$ cat src/assert_macros.svh
// assert_macros.svh
// Shared assertion macros for the base64 decoder RTL.
`ifndef ASSERT_MACROS_SVH
`define ASSERT_MACROS_SVH

// Property checked at every clock edge outside reset.
`define B64D_ASSERT(label, clk, rst_n, prop, msg) \
  label: assert property (@(posedge clk) disable iff (!rst_n) prop) else $error(msg);

// Condition in one cycle implies a consequence in the next.
`define B64D_ASSERT_NEXT(label, clk, rst_n, ante, cons, msg) \
  label: assert property (@(posedge clk) disable iff (!rst_n) (ante) |=> (cons)) \
    else $error(msg);

`endif

$ cat src/b64d_pkg.sv
`timescale 1ns / 1ps
`default_nettype none
// ----------------------------------------------------------------------------
// b64d_pkg
// Types, constants and the character classifier of the base64 decoder.
// ----------------------------------------------------------------------------
package b64d_pkg;

  localparam int TOTAL_W  = 24;
  localparam int MAX_RES  = 5;
  localparam int NRES_W   = 3;
  localparam int QDEPTH   = 4;
  localparam int QPTR_W   = $clog2(QDEPTH);

  localparam logic [7:0] CH_UP_A  = 8'h41;
  localparam logic [7:0] CH_UP_Z  = 8'h5A;
  localparam logic [7:0] CH_LO_A  = 8'h61;
  localparam logic [7:0] CH_LO_Z  = 8'h7A;
  localparam logic [7:0] CH_DIG_0 = 8'h30;
  localparam logic [7:0] CH_DIG_9 = 8'h39;
  localparam logic [7:0] CH_PLUS  = 8'h2B;
  localparam logic [7:0] CH_SLASH = 8'h2F;
  localparam logic [7:0] CH_PAD   = 8'h3D;

  typedef struct packed {
    logic       is_sym;
    logic       is_pad;
    logic [5:0] val;
  } b64d_sym_t;

  // One batch of results caused by a single input transfer.
  typedef struct packed {
    logic [MAX_RES-1:0][7:0] bytes;
    logic [NRES_W-1:0]       nres;
    logic                    bval;
    logic                    last;
    logic [TOTAL_W-1:0]      total;
  } b64d_job_t;

  function automatic b64d_sym_t b64d_classify(input logic [7:0] c);
    b64d_sym_t s;
    s = '0;
    priority if (c >= CH_UP_A && c <= CH_UP_Z) begin
      s.is_sym = 1'b1;
      s.val    = 6'(c - CH_UP_A);
    end else if (c >= CH_LO_A && c <= CH_LO_Z) begin
      s.is_sym = 1'b1;
      s.val    = 6'(c - CH_LO_A + 8'd26);
    end else if (c >= CH_DIG_0 && c <= CH_DIG_9) begin
      s.is_sym = 1'b1;
      s.val    = 6'(c - CH_DIG_0 + 8'd52);
    end else if (c == CH_PLUS) begin
      s.is_sym = 1'b1;
      s.val    = 6'd62;
    end else if (c == CH_SLASH) begin
      s.is_sym = 1'b1;
      s.val    = 6'd63;
    end else if (c == CH_PAD) begin
      s.is_pad = 1'b1;
    end
    return s;
  endfunction

endpackage
`default_nettype wire

$ cat src/b64d_front.sv
`timescale 1ns / 1ps
`default_nettype none
`include "assert_macros.svh"
// ----------------------------------------------------------------------------
// b64d_front
// Classifies characters, assembles sextet groups, holds back the two newest
// bytes and issues one result batch per transfer that produces output.
// ----------------------------------------------------------------------------
module b64d_front #(
  parameter int COUNT_WIDTH = 24
) (
  input  wire logic                clk,
  input  wire logic                rst_n,
  input  wire logic                in_valid,
  output logic                     in_stall,
  input  wire logic                in_char_valid,
  input  wire logic [7:0]          in_char_code,
  input  wire logic                in_end_of_text,
  output logic                     job_valid,
  input  wire logic                job_full,
  output b64d_pkg::b64d_job_t      job
);
  import b64d_pkg::*;

  localparam logic [COUNT_WIDTH-1:0] CNT_MAX = {COUNT_WIDTH{1'b1}};
  localparam int EXT_W = (COUNT_WIDTH > TOTAL_W) ? COUNT_WIDTH : TOTAL_W;

  logic [17:0]            accum_r, accum_nxt;
  logic [1:0]             scnt_r, scnt_nxt;
  logic [1:0]             pad_r, pad_nxt;
  logic [1:0][7:0]        held_r, held_nxt;
  logic [1:0]             hcnt_r, hcnt_nxt;
  logic [COUNT_WIDTH-1:0] tot_r, tot_nxt;

  b64d_sym_t              sym;
  logic                   take;
  logic                   grp_done;
  logic [5:0]             v;
  logic [23:0]            w;
  logic [MAX_RES-1:0][7:0] q;
  logic [NRES_W-1:0]      base, qlen, emit_nl, emit_l;
  logic [1:0]             keep, tail, drop;
  logic [COUNT_WIDTH:0]   tot_sum;
  logic [COUNT_WIDTH-1:0] tot_rep;
  logic [EXT_W-1:0]       tot_ext;
  logic                   accept;

  assign in_stall = job_full;
  assign accept   = in_valid && !job_full;

  always_comb begin
    sym      = b64d_classify(in_char_code);
    take     = in_char_valid && (sym.is_sym || sym.is_pad);
    v        = sym.is_pad ? 6'd0 : sym.val;
    grp_done = take && (scnt_r == 2'd3);
    w        = {accum_r, v};

    pad_nxt = pad_r;
    if (take && sym.is_pad && pad_r < 2'd2) begin
      pad_nxt = pad_r + 2'd1;
    end

    accum_nxt = accum_r;
    scnt_nxt  = scnt_r;
    if (take) begin
      if (grp_done) begin
        accum_nxt = '0;
        scnt_nxt  = '0;
      end else begin
        accum_nxt = {accum_r[11:0], v};
        scnt_nxt  = scnt_r + 2'd1;
      end
    end

    tot_sum = {1'b0, tot_r} + (COUNT_WIDTH+1)'(3);
    tot_nxt = tot_r;
    if (grp_done) begin
      tot_nxt = (tot_sum >= {1'b0, CNT_MAX}) ? CNT_MAX : tot_sum[COUNT_WIDTH-1:0];
    end

    q = '0;
    unique case (hcnt_r)
      2'd1: begin
        q[0] = held_r[0];
        base = 3'd1;
      end
      2'd2: begin
        q[0] = held_r[0];
        q[1] = held_r[1];
        base = 3'd2;
      end
      default: base = 3'd0;
    endcase
    if (grp_done) begin
      q[base]              = w[23:16];
      q[NRES_W'(base + 1)] = w[15:8];
      q[NRES_W'(base + 2)] = w[7:0];
      qlen                 = base + 3'd3;
    end else begin
      qlen = base;
    end

    emit_nl = (qlen > 3'd2) ? qlen - 3'd2 : 3'd0;
    keep    = (qlen > 3'd2) ? 2'd2 : qlen[1:0];
    held_nxt[0] = (keep > 2'd0) ? q[emit_nl] : 8'd0;
    held_nxt[1] = (keep > 2'd1) ? q[NRES_W'(emit_nl + 1)] : 8'd0;
    hcnt_nxt    = keep;

    tail   = keep;
    drop   = (pad_nxt > tail) ? tail : pad_nxt;
    emit_l = qlen - {1'b0, drop};

    if (tot_nxt == CNT_MAX) begin
      tot_rep = CNT_MAX;
    end else if (tot_nxt > COUNT_WIDTH'(pad_nxt)) begin
      tot_rep = tot_nxt - COUNT_WIDTH'(pad_nxt);
    end else begin
      tot_rep = '0;
    end
    tot_ext = EXT_W'(tot_rep);

    job       = '0;
    job.bytes = q;
    if (in_end_of_text) begin
      job.last  = 1'b1;
      job.total = tot_ext[TOTAL_W-1:0];
      job.bval  = (emit_l != 3'd0);
      job.nres  = (emit_l != 3'd0) ? emit_l : 3'd1;
    end else begin
      job.bval = 1'b1;
      job.nres = emit_nl;
    end
  end

  assign job_valid = in_valid && (in_end_of_text || emit_nl != 3'd0);

  always_ff @(posedge clk) begin
    if (!rst_n) begin
      accum_r <= '0;
      scnt_r  <= '0;
      pad_r   <= '0;
      held_r  <= '0;
      hcnt_r  <= '0;
      tot_r   <= '0;
    end else if (accept) begin
      if (in_end_of_text) begin
        accum_r <= '0;
        scnt_r  <= '0;
        pad_r   <= '0;
        held_r  <= '0;
        hcnt_r  <= '0;
        tot_r   <= '0;
      end else begin
        accum_r <= accum_nxt;
        scnt_r  <= scnt_nxt;
        pad_r   <= pad_nxt;
        held_r  <= held_nxt;
        hcnt_r  <= hcnt_nxt;
        tot_r   <= tot_nxt;
      end
    end
  end

  `B64D_ASSERT(a_front_nres, clk, rst_n, job_valid |-> (job.nres != 3'd0 && job.nres <= 3'd5), "batch size out of range")
  `B64D_ASSERT_NEXT(a_front_clear, clk, rst_n, accept && in_end_of_text, scnt_r == 2'd0 && pad_r == 2'd0 && hcnt_r == 2'd0, "state not cleared after end of text")

endmodule
`default_nettype wire

$ cat src/b64d_fifo.sv
`timescale 1ns / 1ps
`default_nettype none
`include "assert_macros.svh"
// ----------------------------------------------------------------------------
// b64d_fifo
// Short queue of result batches between the front and the back.
// ----------------------------------------------------------------------------
module b64d_fifo (
  input  wire logic           clk,
  input  wire logic           rst_n,
  input  wire logic           wr_valid,
  output logic                full,
  input  wire b64d_pkg::b64d_job_t wr_job,
  output logic                rd_valid,
  input  wire logic           rd_stall,
  output b64d_pkg::b64d_job_t rd_job
);
  import b64d_pkg::*;

  b64d_job_t           mem_r [QDEPTH];
  logic [QPTR_W-1:0]   wptr_r, rptr_r;
  logic [QPTR_W:0]     cnt_r;
  logic                push, pop;

  assign full     = (cnt_r == (QPTR_W+1)'(QDEPTH));
  assign rd_valid = (cnt_r != '0);
  assign rd_job   = mem_r[rptr_r];
  assign push     = wr_valid && !full;
  assign pop      = rd_valid && !rd_stall;

  always_ff @(posedge clk) begin
    if (push) begin
      mem_r[wptr_r] <= wr_job;
    end
  end

  always_ff @(posedge clk) begin
    if (!rst_n) begin
      wptr_r <= '0;
      rptr_r <= '0;
      cnt_r  <= '0;
    end else begin
      if (push) begin
        wptr_r <= wptr_r + 1'b1;
      end
      if (pop) begin
        rptr_r <= rptr_r + 1'b1;
      end
      unique case ({push, pop})
        2'b10:   cnt_r <= cnt_r + 1'b1;
        2'b01:   cnt_r <= cnt_r - 1'b1;
        default: cnt_r <= cnt_r;
      endcase
    end
  end

  `B64D_ASSERT(a_fifo_bound, clk, rst_n, cnt_r <= (QPTR_W+1)'(QDEPTH), "queue count overflow")

endmodule
`default_nettype wire

$ cat src/b64d_back.sv
`timescale 1ns / 1ps
`default_nettype none
`include "assert_macros.svh"
// ----------------------------------------------------------------------------
// b64d_back
// Walks each batch one result per cycle into the output register while the output is not stalled.
// ----------------------------------------------------------------------------
module b64d_back (
  input  wire logic                          clk,
  input  wire logic                          rst_n,
  input  wire logic                          job_valid,
  output logic                               job_stall,
  input  wire b64d_pkg::b64d_job_t           job,
  output logic                               out_valid,
  input  wire logic                          out_stall,
  output logic                               out_byte_valid,
  output logic [7:0]                         out_byte,
  output logic                               out_final_res,
  output logic [b64d_pkg::TOTAL_W-1:0]       out_total_bytes
);
  import b64d_pkg::*;

  b64d_job_t           cur_r;
  logic                busy_r;
  logic [NRES_W-1:0]   idx_r;
  logic                ovld_r, obv_r, ofin_r;
  logic [7:0]          obyte_r;
  logic [TOTAL_W-1:0]  otot_r;
  logic                slot_free, fire, done, load, fin;

  assign slot_free = !ovld_r || !out_stall;
  assign fire      = busy_r && slot_free;
  assign done      = fire && (idx_r == cur_r.nres - 3'd1);
  assign job_stall = busy_r && !done;
  assign load      = job_valid && !job_stall;
  assign fin       = cur_r.last && (idx_r == cur_r.nres - 3'd1);

  always_ff @(posedge clk) begin
    if (load) begin
      cur_r <= job;
    end
    if (fire) begin
      obv_r   <= cur_r.bval;
      obyte_r <= cur_r.bval ? cur_r.bytes[idx_r] : 8'd0;
      ofin_r  <= fin;
      otot_r  <= fin ? cur_r.total : '0;
    end
  end

  always_ff @(posedge clk) begin
    if (!rst_n) begin
      busy_r <= 1'b0;
      idx_r  <= '0;
      ovld_r <= 1'b0;
    end else begin
      if (load) begin
        busy_r <= 1'b1;
        idx_r  <= '0;
      end else if (done) begin
        busy_r <= 1'b0;
      end else if (fire) begin
        idx_r <= idx_r + 3'd1;
      end
      if (fire) begin
        ovld_r <= 1'b1;
      end else if (!out_stall) begin
        ovld_r <= 1'b0;
      end
    end
  end

  assign out_valid       = ovld_r;
  assign out_byte_valid  = obv_r;
  assign out_byte        = obyte_r;
  assign out_final_res   = ofin_r;
  assign out_total_bytes = otot_r;

  `B64D_ASSERT(a_back_idx, clk, rst_n, busy_r |-> idx_r < cur_r.nres, "result index past batch")
  `B64D_ASSERT(a_back_total, clk, rst_n, (ovld_r && !ofin_r) |-> (otot_r == '0),
               "total on non-final result")

endmodule
`default_nettype wire

$ cat src/base64_stream_decoder.sv
`timescale 1ns / 1ps
`default_nettype none
// ----------------------------------------------------------------------------
// base64_stream_decoder
// Base64 text decoder: one character per transfer in, decoded bytes out.
//
//   channel  dir  handshake           payload
//   in_      in   in_valid/in_stall   char_valid, char_code, end_of_text
//   out_     out  out_valid/out_stall byte_valid, out_byte, final_res, total_bytes
//
// One character is taken per cycle while in_stall is low; a group of four gives three bytes.
// The back end emits one result per cycle while out_stall is low, up to five for an end transfer.
// Results pass through the batch queue, the back end's batch register and the output register.
// A four-entry batch queue lets input run on while output is stalled.
// Reset is synchronous; no clearing pass is needed.
// ----------------------------------------------------------------------------
module base64_stream_decoder #(
  parameter int COUNT_WIDTH = 24
) (
  input  wire logic                          clk,
  input  wire logic                          rst_n,
  input  wire logic                          in_valid,
  output logic                               in_stall,
  input  wire logic                          in_char_valid,
  input  wire logic [7:0]                    in_char_code,
  input  wire logic                          in_end_of_text,
  output logic                               out_valid,
  input  wire logic                          out_stall,
  output logic                               out_byte_valid,
  output logic [7:0]                         out_byte,
  output logic                               out_final_res,
  output logic [b64d_pkg::TOTAL_W-1:0]       out_total_bytes
);
  import b64d_pkg::*;

  b64d_job_t f_job, q_job;
  logic      f_valid, q_full, q_valid, q_stall;

  b64d_front #(
    .COUNT_WIDTH(COUNT_WIDTH)
  ) u_front (
    .clk            (clk),
    .rst_n          (rst_n),
    .in_valid       (in_valid),
    .in_stall       (in_stall),
    .in_char_valid  (in_char_valid),
    .in_char_code   (in_char_code),
    .in_end_of_text (in_end_of_text),
    .job_valid      (f_valid),
    .job_full       (q_full),
    .job            (f_job)
  );

  b64d_fifo u_fifo (
    .clk      (clk),
    .rst_n    (rst_n),
    .wr_valid (f_valid),
    .full     (q_full),
    .wr_job   (f_job),
    .rd_valid (q_valid),
    .rd_stall (q_stall),
    .rd_job   (q_job)
  );

  b64d_back u_back (
    .clk             (clk),
    .rst_n           (rst_n),
    .job_valid       (q_valid),
    .job_stall       (q_stall),
    .job             (q_job),
    .out_valid       (out_valid),
    .out_stall       (out_stall),
    .out_byte_valid  (out_byte_valid),
    .out_byte        (out_byte),
    .out_final_res   (out_final_res),
    .out_total_bytes (out_total_bytes)
  );

endmodule
`default_nettype wire
$ cat config.mk
export PLATFORM = sky130hd
export DESIGN_NAME = base64_stream_decoder
export DESIGN_NICKNAME = d
export VERILOG_FILES = /design/src/b64d_pkg.sv /design/src/b64d_front.sv /design/src/b64d_fifo.sv /design/src/b64d_back.sv /design/src/base64_stream_decoder.sv
export VERILOG_INCLUDE_DIRS = /design/src /design/src/src
export SDC_FILE = /design/constraint.sdc
export NUM_CORES = 1
export LEC_CHECK = 0
export ABC_AREA = 1
export BUFFER_PORTS_ARGS = -buffer_cell sky130_fd_sc_hd__buf_2
export CAP_MARGIN = 30
export CORE_MARGIN = 5
export CORE_UTILIZATION = 55
export DETAILED_ROUTE_END_ITERATION = 10
export GPL_TIMING_DRIVEN = 0
export HOLD_SLACK_MARGIN = 0.06
export PLACE_DENSITY = 0.71
export RECOVER_POWER = 25
export SYNTH_ARGS = -nofsm -noshare
export SYNTH_HDL_FRONTEND = slang
export SYNTH_SLANG_ARGS = --single-unit
export TNS_END_PERCENT = 5
$ cat constraint.sdc
create_clock -name clk -period 21.7 [get_ports clk]
set_clock_uncertainty 0.2 [all_clocks]
set_input_delay 3.255 -clock clk [delete_from_list [all_inputs] [get_ports clk]]
set_output_delay 3.255 -clock clk [all_outputs]
set_load 0.03 [all_outputs]
==> flow_metrics.py, run 1 <==
metrics = {
    "synthesis": {
        "synth-adder-area-share": 0.0215,
        "synth_top_area_share": 0.519,
        "synth_nets": 2415,
        "synth_async_sr_flop_share": 0,
        "synth_seq_cells": 455,
        "synthXorXnorAreaFrac": 0.00792,
        "syn-mean-instance-area_um2": 9.28,
        "synth_area_leaders": "edfxtp_1, nand2_1, dfxtp_1",
        "yosys.area_share.simple": 0.199,
        "ys_seq_area_frac": 0.588,
        "yosys_warnings": 0,
        "synthFlopType": "edfxtp_1",
        "netlist_area_um2": 21900,
        "synth_cell_types": 52,
        "synth_mux_area_frac": 0,
        "synth_top_family_by_area": "simple AND/OR/NAND/NOR gates",
        "synth_edf_count": 379,
        "netlist_instances": 2365,
        "yosysTopAreaCell": "edfxtp_1",
        "synth_compound_area_frac": 0.124,
    },
    "grt": {
        "grt_util_met1": 0.411,
        "use_met3": 0.0416,
        "antenna_found_initial": 0,
        "grt_max_degree": 34,
        "grt_overflow": 0,
        "grt_pass1_wl_mm": 98.2,
        "grt_usage": 0.285,
        "top_usage_layer": "met2",
        "grt_use_met2": 0.459,
        "first_global_vias": 17000,
    },
    "timing": {
        "setup_violations": 0,
        "worst_pin_slew_ns": 1.90,
        "rsz0062_at_grt": "no",
        "slew_violations": 79,
        "finalCritPeriodShare": 0.364,
        "finalSetupTns_ns": 0,
        "fin_ws_ns": 13.80,
        "hold_violations": 0,
        "fmax_mhz": 127,
        "max_slew_margin": -0.265,
        "period_needed_ns": 7.90,
    },
    "hold_path": {
        "worstHoldStart": "u_front.pad_r[1]",
        "hold_depth": 2,
        "hold-path-endpoint": "u_front.pad_r[1]",
        "holdCritPathClass": "flip-flop to flip-flop",
    },
    "place": {
        "dp_worst_setup_slack_ns": 13.22,
        "gp_congestion": 0.917,
        "place_hpwl_mm": 45.3,
        "io_buffers": 48,
        "placed_area_um2": 23200,
    },
    "power": {
        "power_frac_seq": 0.456,
        "clockPowerShare": 0.313,
        "cellLeakagePower_nw": 9.47,
        "switching_power_mw": 0.837,
        "p_int_mw": 1.74,
        "pwr-share-comb": 0.232,
        "irDropWorstVdd_v": 0.0000686,
        "switching_share": 0.325,
        "power_per_cell_area_nw_per_um2": 104,
    },
    "route": {
        "antenna_left": 0,
        "drc": 0,
        "wl_mm": 63.2,
        "via_count": 17600,
        "post_drt_wl_per_cell_um": 20.7,
        "viasPerCell": 5.78,
        "first_pass_iters": 6,
        "drtIter0Drc": 1890,
    },
    "critical_path": {
        "crit_slowest_cell": "nor2_4",
        "worst-r2r-cell-count": 15,
        "reg2reg_setup_slack_ns": 15.83,
        "critPathTopFamily": "buffers and inverters",
        "cp.arrival_ns": 7.99,
        "worstPathRequired_ns": 21.79,
        "worst-path-max-fanout": 24,
        "cp-start-kind": "primary input",
        "critical_path.most_common_cell": "nand2_1",
        "critPathBufInv": 11,
        "max_stage_delay_ns": 0.50,
        "end_kind": "flip-flop",
        "rr_startpoint": "u_back.cur_r[26]",
        "crit_type": "primary input to flip-flop",
        "r2r_end": "u_fifo.rptr_r[1]",
    },
    "cts": {
        "clockBufferDepth": 3,
        "ctsResizeCount": 0,
        "clock-sinks": 455,
        "cts_setup_buffers": 0,
        "cts_tree": "yes",
        "clock_latency_ns": 0.59,
        "clk_pin_slew_ns": 0.06,
        "cts-hold-fix-buffers": 0,
        "cts-htree-levels": 2,
        "clockRootBuffer": "clkbuf_16",
        "numCtsBuffers": 47,
    },
    "floorplan": {
        "die-area_um2": 44000,
        "die_w_um": 210,
        "initial_core_util": 0.554,
        "fp-row-count": 73,
        "core-area_um2": 39600,
        "die_h_um": 210,
        "io_pins": 50,
    },
    "finish": {
        "final_layout_size_suffix_gt1_frac": 0.0737,
        "final_common_cell": "nand2_1",
        "nNetsFinal": 2535,
        "post-route-cell-area_um2": 24700,
        "antenna_cells": 0,
        "area_growth_pct": 12.6,
        "mostFrequentLayoutCells": "nand2_1, edfxtp_1, nor2_1",
    },
    "run_status": {
        "status": "finished, violations left",
        "violations": "capacitance limit, slew limit",
    },
    "run": {
        "maxCapViolCount": 3,
    },
}
==> flip-flops by register name, indices dropped and copies added, names as in the netlist, 2 cells and up <==
signal	cells
u_back.cur_r	69
u_back.idx_r	3
u_back.out_byte	8
u_back.out_total_bytes	24
u_fifo.cnt_r	3
u_fifo.mem_r	276
u_fifo.rptr_r	2
u_fifo.wptr_r	2
u_front.accum_r	18
u_front.hcnt_r	2
u_front.held_r	16
u_front.pad_r	2
u_front.scnt_r	2
u_front.tot_r	24
==> how the worst max path moves through the flow <==
stage	depth (start not counted)	endpoint	startpoint	slack (ns)
floorplan	21	u_fifo.mem_r[0][0]	in_char_code[2]	12.34
global placement	22	u_fifo.mem_r[3][9]	in_char_code[2]	9.05
detailed placement	25	u_fifo.mem_r[0][14]	in_char_code[2]	13.22
CTS	25	u_fifo.mem_r[0][20]	in_char_code[2]	13.84
global route	25	u_fifo.mem_r[0][22]	in_char_code[2]	13.38
finish	25	u_fifo.mem_r[0][18]	in_char_code[2]	13.80
==> final cells by class <==
cell class              instances  area, µm²
multi-input cells            1587       7780
well taps                     525        657
clock buffers                  73       1400
plain buffers                 114        510
clock inverters                14        165
fillers                      3323      14900
flip-flops and latches        455      12900
repair buffers                 71        526
inverters                     209        785
==> cells by family (layout without fill, tap and decap cells) <==
group | count (synthesis) | in the layout
AND/OR/NAND/NOR | 1040 | 1040
AO/OA/AOI/OAI | 492 | 492
flip-flops | 455 | 455
buffers and inverters | 323 | 481
adder cells (fa/ha/maj) | 36 | 36
XOR/XNOR | 19 | 19
==> Yosys cell counts, types with 7 or more instances <==
library cell  number
a21oi_1          114
a221oi_1          13
buf_2              8
buf_6              7
clkbuf_1          88
dfxtp_1           76
edfxtp_1         379
ha_1              33
inv_1            199
nand2_1          489
nand2_2           16
nand3_1          103
nand3_2            7
nand4_1           27
nor2_1           351
nor2_2            11
nor2_4             7
nor3_1            11
o211ai_1          16
o21ai_0          240
o21ai_1            9
o22ai_1           75
o32ai_1            8
xor2_1            15
==> power by group through the flow <==
stage	Sequential, mW	Combinational [mW]	Clock, mW
floorplan	1.23	0.327	0
global placement	1.21	0.565	0
detailed placement	1.19	0.609	0
CTS	1.17	0.616	0.814
global route	1.18	0.650	0.855
finish	1.18	0.597	0.806
==> metal layers <==
layer	routed length (µm)	vias to the layer above	part of all wire
li1	-	8326	-
met1	27100	8426	0.43
met2	29700	765	0.47
met3	5020	104	0.079
met4	1390	0	0.022
met5	0	-	0
==> metrics by stage <==
step	std cells	utilization	power (mW)	hold slack [ns]
2_1_floorplan	2365	-	1.56	0.226
3_3_place_gp	2938	0.576	1.77	0.253
3_5_place_dp	2958	0.586	1.80	0.259
4_1_cts	3045	0.625	2.60	0.269
5_1_grt	3048	0.624	2.69	0.284
6_report	3048	0.624	2.58	0.273
==> worst min-delay path: stages (launching register included) <==
cell     delay [ns]
dfxtp_1        0.31
nand2_1        0.06
a21oi_1        0.06
Power figures use the tool's default switching activity.
==> run 2, diff against run 1 <==
--- a/config.mk
+++ b/config.mk
@@ -6,7 +6,7 @@
 export SDC_FILE = /design/constraint.sdc
 export NUM_CORES = 1
 export LEC_CHECK = 0
-export ABC_AREA = 1
+export ABC_AREA = 0
 export BUFFER_PORTS_ARGS = -buffer_cell sky130_fd_sc_hd__buf_2
 export CAP_MARGIN = 30
 export CORE_MARGIN = 5
@@ -14,7 +14,7 @@
 export DETAILED_ROUTE_END_ITERATION = 10
 export GPL_TIMING_DRIVEN = 0
 export HOLD_SLACK_MARGIN = 0.06
-export PLACE_DENSITY = 0.71
+export PLACE_DENSITY = 0.74
 export RECOVER_POWER = 25
 export SYNTH_ARGS = -nofsm -noshare
 export SYNTH_HDL_FRONTEND = slang
==> constraint.sdc (replaced) <==
create_clock -name clk -period 7.19 [get_ports clk]
set_clock_uncertainty 0.2 [all_clocks]
set_input_delay 1.0785 -clock clk [delete_from_list [all_inputs] [get_ports clk]]
set_output_delay 1.0785 -clock clk [all_outputs]
set_load 0.03 [all_outputs]
==> run 2 against run 1 <==
Effect of this change: total power rose to 2.8 times the previous value; sequential share of layout area up 1.7 points; the run still ends with capacitance limit, slew limit left; worst hold slack got worse by 0.012 ns; worst setup slack lost 14 ns.
==> flow_metrics.py, run 2 <==
metrics = {
    "place": {
        "io_buffers": 47,
        "place_hpwl_mm": 40.0,
        "gp_congestion": 0.994,
        "dp_worst_setup_slack_ns": -0.704,
    },
    "synthesis": {
        "synth_seq_cells": 455,
        "synth_top_area_share": 0.530,
        "synth_most_common_cell": "edfxtp_1",
        "synth_async_sr_flop_share": 0,
        "synth_area_leaders": "edfxtp_1, mux4_2, dfxtp_1",
        "netlist_area_um2": 21500,
        "ys_seq_area_frac": 0.601,
        "synth_cell_types": 88,
        "synth_nets": 1706,
        "netlist_instances": 1656,
        "synth_edf_count": 379,
        "yosysTopAreaCell": "edfxtp_1",
        "synth_top_cells_by_count": "edfxtp_1, nand2_1, nor2_1, clkbuf_1, a21oi_1",
        "synthFlopType": "edfxtp_1",
        "yosys_warnings": 0,
        "syn-mean-instance-area_um2": 13.0,
    },
    "route": {
        "drtIter0Drc": 2069,
        "post_drt_wl_per_cell_um": 26.3,
        "antenna_left": 0,
        "first_pass_iters": 8,
        "wl_mm": 60.7,
        "viasPerCell": 6.54,
        "via_count": 15100,
        "drc": 0,
    },
    "finish": {
        "largest_reg_flops": 276,
        "reg.largest.list": "u_fifo.mem_r (276), u_back.cur_r (69)",
        "top_register": "u_fifo.mem_r",
        "antenna_cells": 0,
        "area_growth_pct": 11.6,
        "multi_input_area_um2": 7930,
        "fillers": 2941,
        "register_area_um2": 12900,
        "final_common_cell": "edfxtp_1",
        "mostFrequentLayoutCells": "edfxtp_1, clkbuf_1, nand2_1",
        "final_layout_size_suffix_gt1_frac": 0.121,
        "nNetsFinal": 1809,
    },
    "power": {
        "clockPowerShare": 0.339,
        "pwr-share-comb": 0.175,
        "power_per_cell_area_nw_per_um2": 297,
        "switching_share": 0.276,
        "cellLeakagePower_nw": 8.04,
        "p_int_mw": 5.15,
        "irDropWorstVdd_v": 0.000167,
        "power_frac_seq": 0.486,
        "switching_power_mw": 1.97,
        "finalPower_mw": 7.12,
    },
    "cts": {
        "cts_tree": "yes",
        "clockBufferDepth": 3,
        "clk_pin_slew_ns": 0.06,
        "clock_latency_ns": 0.58,
        "cts_setup_buffers": 0,
        "numCtsBuffers": 46,
        "clock-sinks": 455,
        "cts-htree-levels": 2,
        "clockRootBuffer": "clkbuf_16",
        "cts-hold-fix-buffers": 0,
    },
    "critical_path": {
        "critPathTopFamily": "buffers and inverters",
        "critPathBufInv": 7,
        "end_kind": "flip-flop",
        "cp.arrival_ns": 7.13,
        "cp-start-kind": "primary input",
        "crit_chain": "buf_2, inv_1, ha_1, a21o_1, a31oi_1, and3_1, o31ai_4, buf_6, clkbuf_1, clkbuf_1, clkbuf_2, a22oi_1, inv_1, fa_1, nand2_1, o31a_1, a221o_1, or2_4, or3_1, a21oi_1",
        "worst-path-max-fanout": 10,
        "crit_slowest_cell": "clkbuf_1",
        "max_stage_delay_ns": 0.59,
        "crit_type": "primary input to flip-flop",
        "worstPathRequired_ns": 7.29,
    },
    "floorplan": {
        "io_pins": 50,
        "initial_core_util": 0.555,
        "core-area_um2": 38600,
        "fp-row-count": 72,
        "die-area_um2": 43100,
        "die_h_um": 208,
        "die_w_um": 208,
    },
    "timing": {
        "worst_pin_slew_ns": 2.43,
        "fin_ws_ns": 0.165,
        "rsz0062_at_grt": "no",
        "finalSetupTns_ns": 0,
        "slew_violations": 110,
        "period_needed_ns": 7.03,
        "hold_violations": 0,
        "fmax_mhz": 142,
        "setup_violations": 0,
        "finalCritPeriodShare": 0.977,
        "max_slew_margin": -0.619,
    },
    "grt": {
        "grt_usage": 0.279,
        "first_global_vias": 14500,
        "antenna_found_initial": 0,
        "grt_max_degree": 46,
        "grt_pass1_wl_mm": 92.3,
        "grt_overflow": 0,
    },
    "run_status": {
        "violations": "capacitance limit, slew limit",
        "status": "finished, violations left",
    },
    "hold_path": {
        "holdCritPathClass": "flip-flop to flip-flop",
    },
    "run": {
        "maxCapViolCount": 3,
    },
}
==> run 2: per-stage QoR <==
stage          utilization  hold WS [ns]  instances  area (µm²)
6_report             0.619         0.260       2313       23900
5_1_grt              0.619         0.283       2313       23900
4_1_cts              0.621         0.260       2311       24000
3_5_place_dp         0.582         0.248       2227       22500
3_3_place_gp         0.578         0.240       2221       22300
2_1_floorplan            -         0.225       1656       21500
==> run 2: final timing paths <==
| check | to | cells past startpoint | startpoint | slack, ns |
|---|---|---|---|---|
| setup / recovery | u_fifo.mem_r[2][18] | 20 | in_char_code[2] | 0.16 |
| hold / removal | u_front.held_r[6] | 1 | u_front.held_r[6] | 0.26 |
| setup reg to reg | u_fifo.mem_r[1][21] | 16 | u_front.tot_r[12] | 0.24 |
| hold reg to reg | u_front.held_r[6] | 1 | u_front.held_r[6] | 0.26 |
==> run 2: power groups by stage <==
stage          clock network [mW]  logic, mW  registers [mW]
2_1_floorplan                   0      0.766            3.57
3_3_place_gp                    0       1.20            3.50
3_5_place_dp                    0       1.27            3.48
4_1_cts                      2.43       1.30            3.44
5_1_grt                      2.57       1.34            3.49
6_report                     2.41       1.24            3.46
==> run 2: layout make-up <==
cell class / instances / share of cell area
Clock inverter: 26 / 0.0113
Timing Repair Buffer: 55 / 0.0128
Tap cell: 518 / 0.0271
Clock buffer: 58 / 0.0516
Sequential cell: 455 / 0.539
Buffer: 112 / 0.0186
Multi-Input combinational cell: 1037 / 0.331
Inverter: 52 / 0.00821
==> run 2: worst reg2reg max path, cell delays in order, from the launching register on <==
cell       delay, ns
dfxtp_1         0.31
clkbuf_1        0.47
nand4_1         0.34
nor4_2          0.86
nand4b_1        0.20
a2111oi_1       0.81
nand4_1         0.52
and2_1          0.43
a22oi_1         0.30
ha_1            0.31
a21oi_1         0.30
o31ai_1         0.29
a211o_1         0.31
buf_2           0.20
nor4_2          0.41
o211ai_1        0.19
a21oi_2         0.30
==> run 2: cell families (layout without fill, tap and decap cells) <==
| group | Yosys count | in the layout | synth area share |
|---|---|---|---|
| simple gates | 484 | 484 | 0.118 |
| flops | 455 | 455 | 0.601 |
| compound gates | 370 | 370 | 0.117 |
| buf+inv | 164 | 303 | 0.0298 |
| mux | 98 | 98 | 0.0911 |
| xor+xnor | 49 | 49 | 0.0200 |
| fa+ha+maj | 36 | 36 | 0.0220 |
==> run 2: routing by layer <==
layer,wire length (µm),part of all wire,vias to the layer above,global-route usage
li1,-,-,6624,-
met1,24800,0.41,7505,0.407
met2,28500,0.47,868,0.440
met3,5690,0.094,131,0.0473
met4,1750,0.029,0,0.0768
met5,0,0,-,0
==> run 2: what timing repair did <==
action / 4_1_cts / 5_1_grt
pin swaps: 0 / 0
hold endpoints to repair: 0 / 0
gates resized for setup: 1 / 2
gates cloned: 0 / 0
setup endpoints to repair: 4 / 24
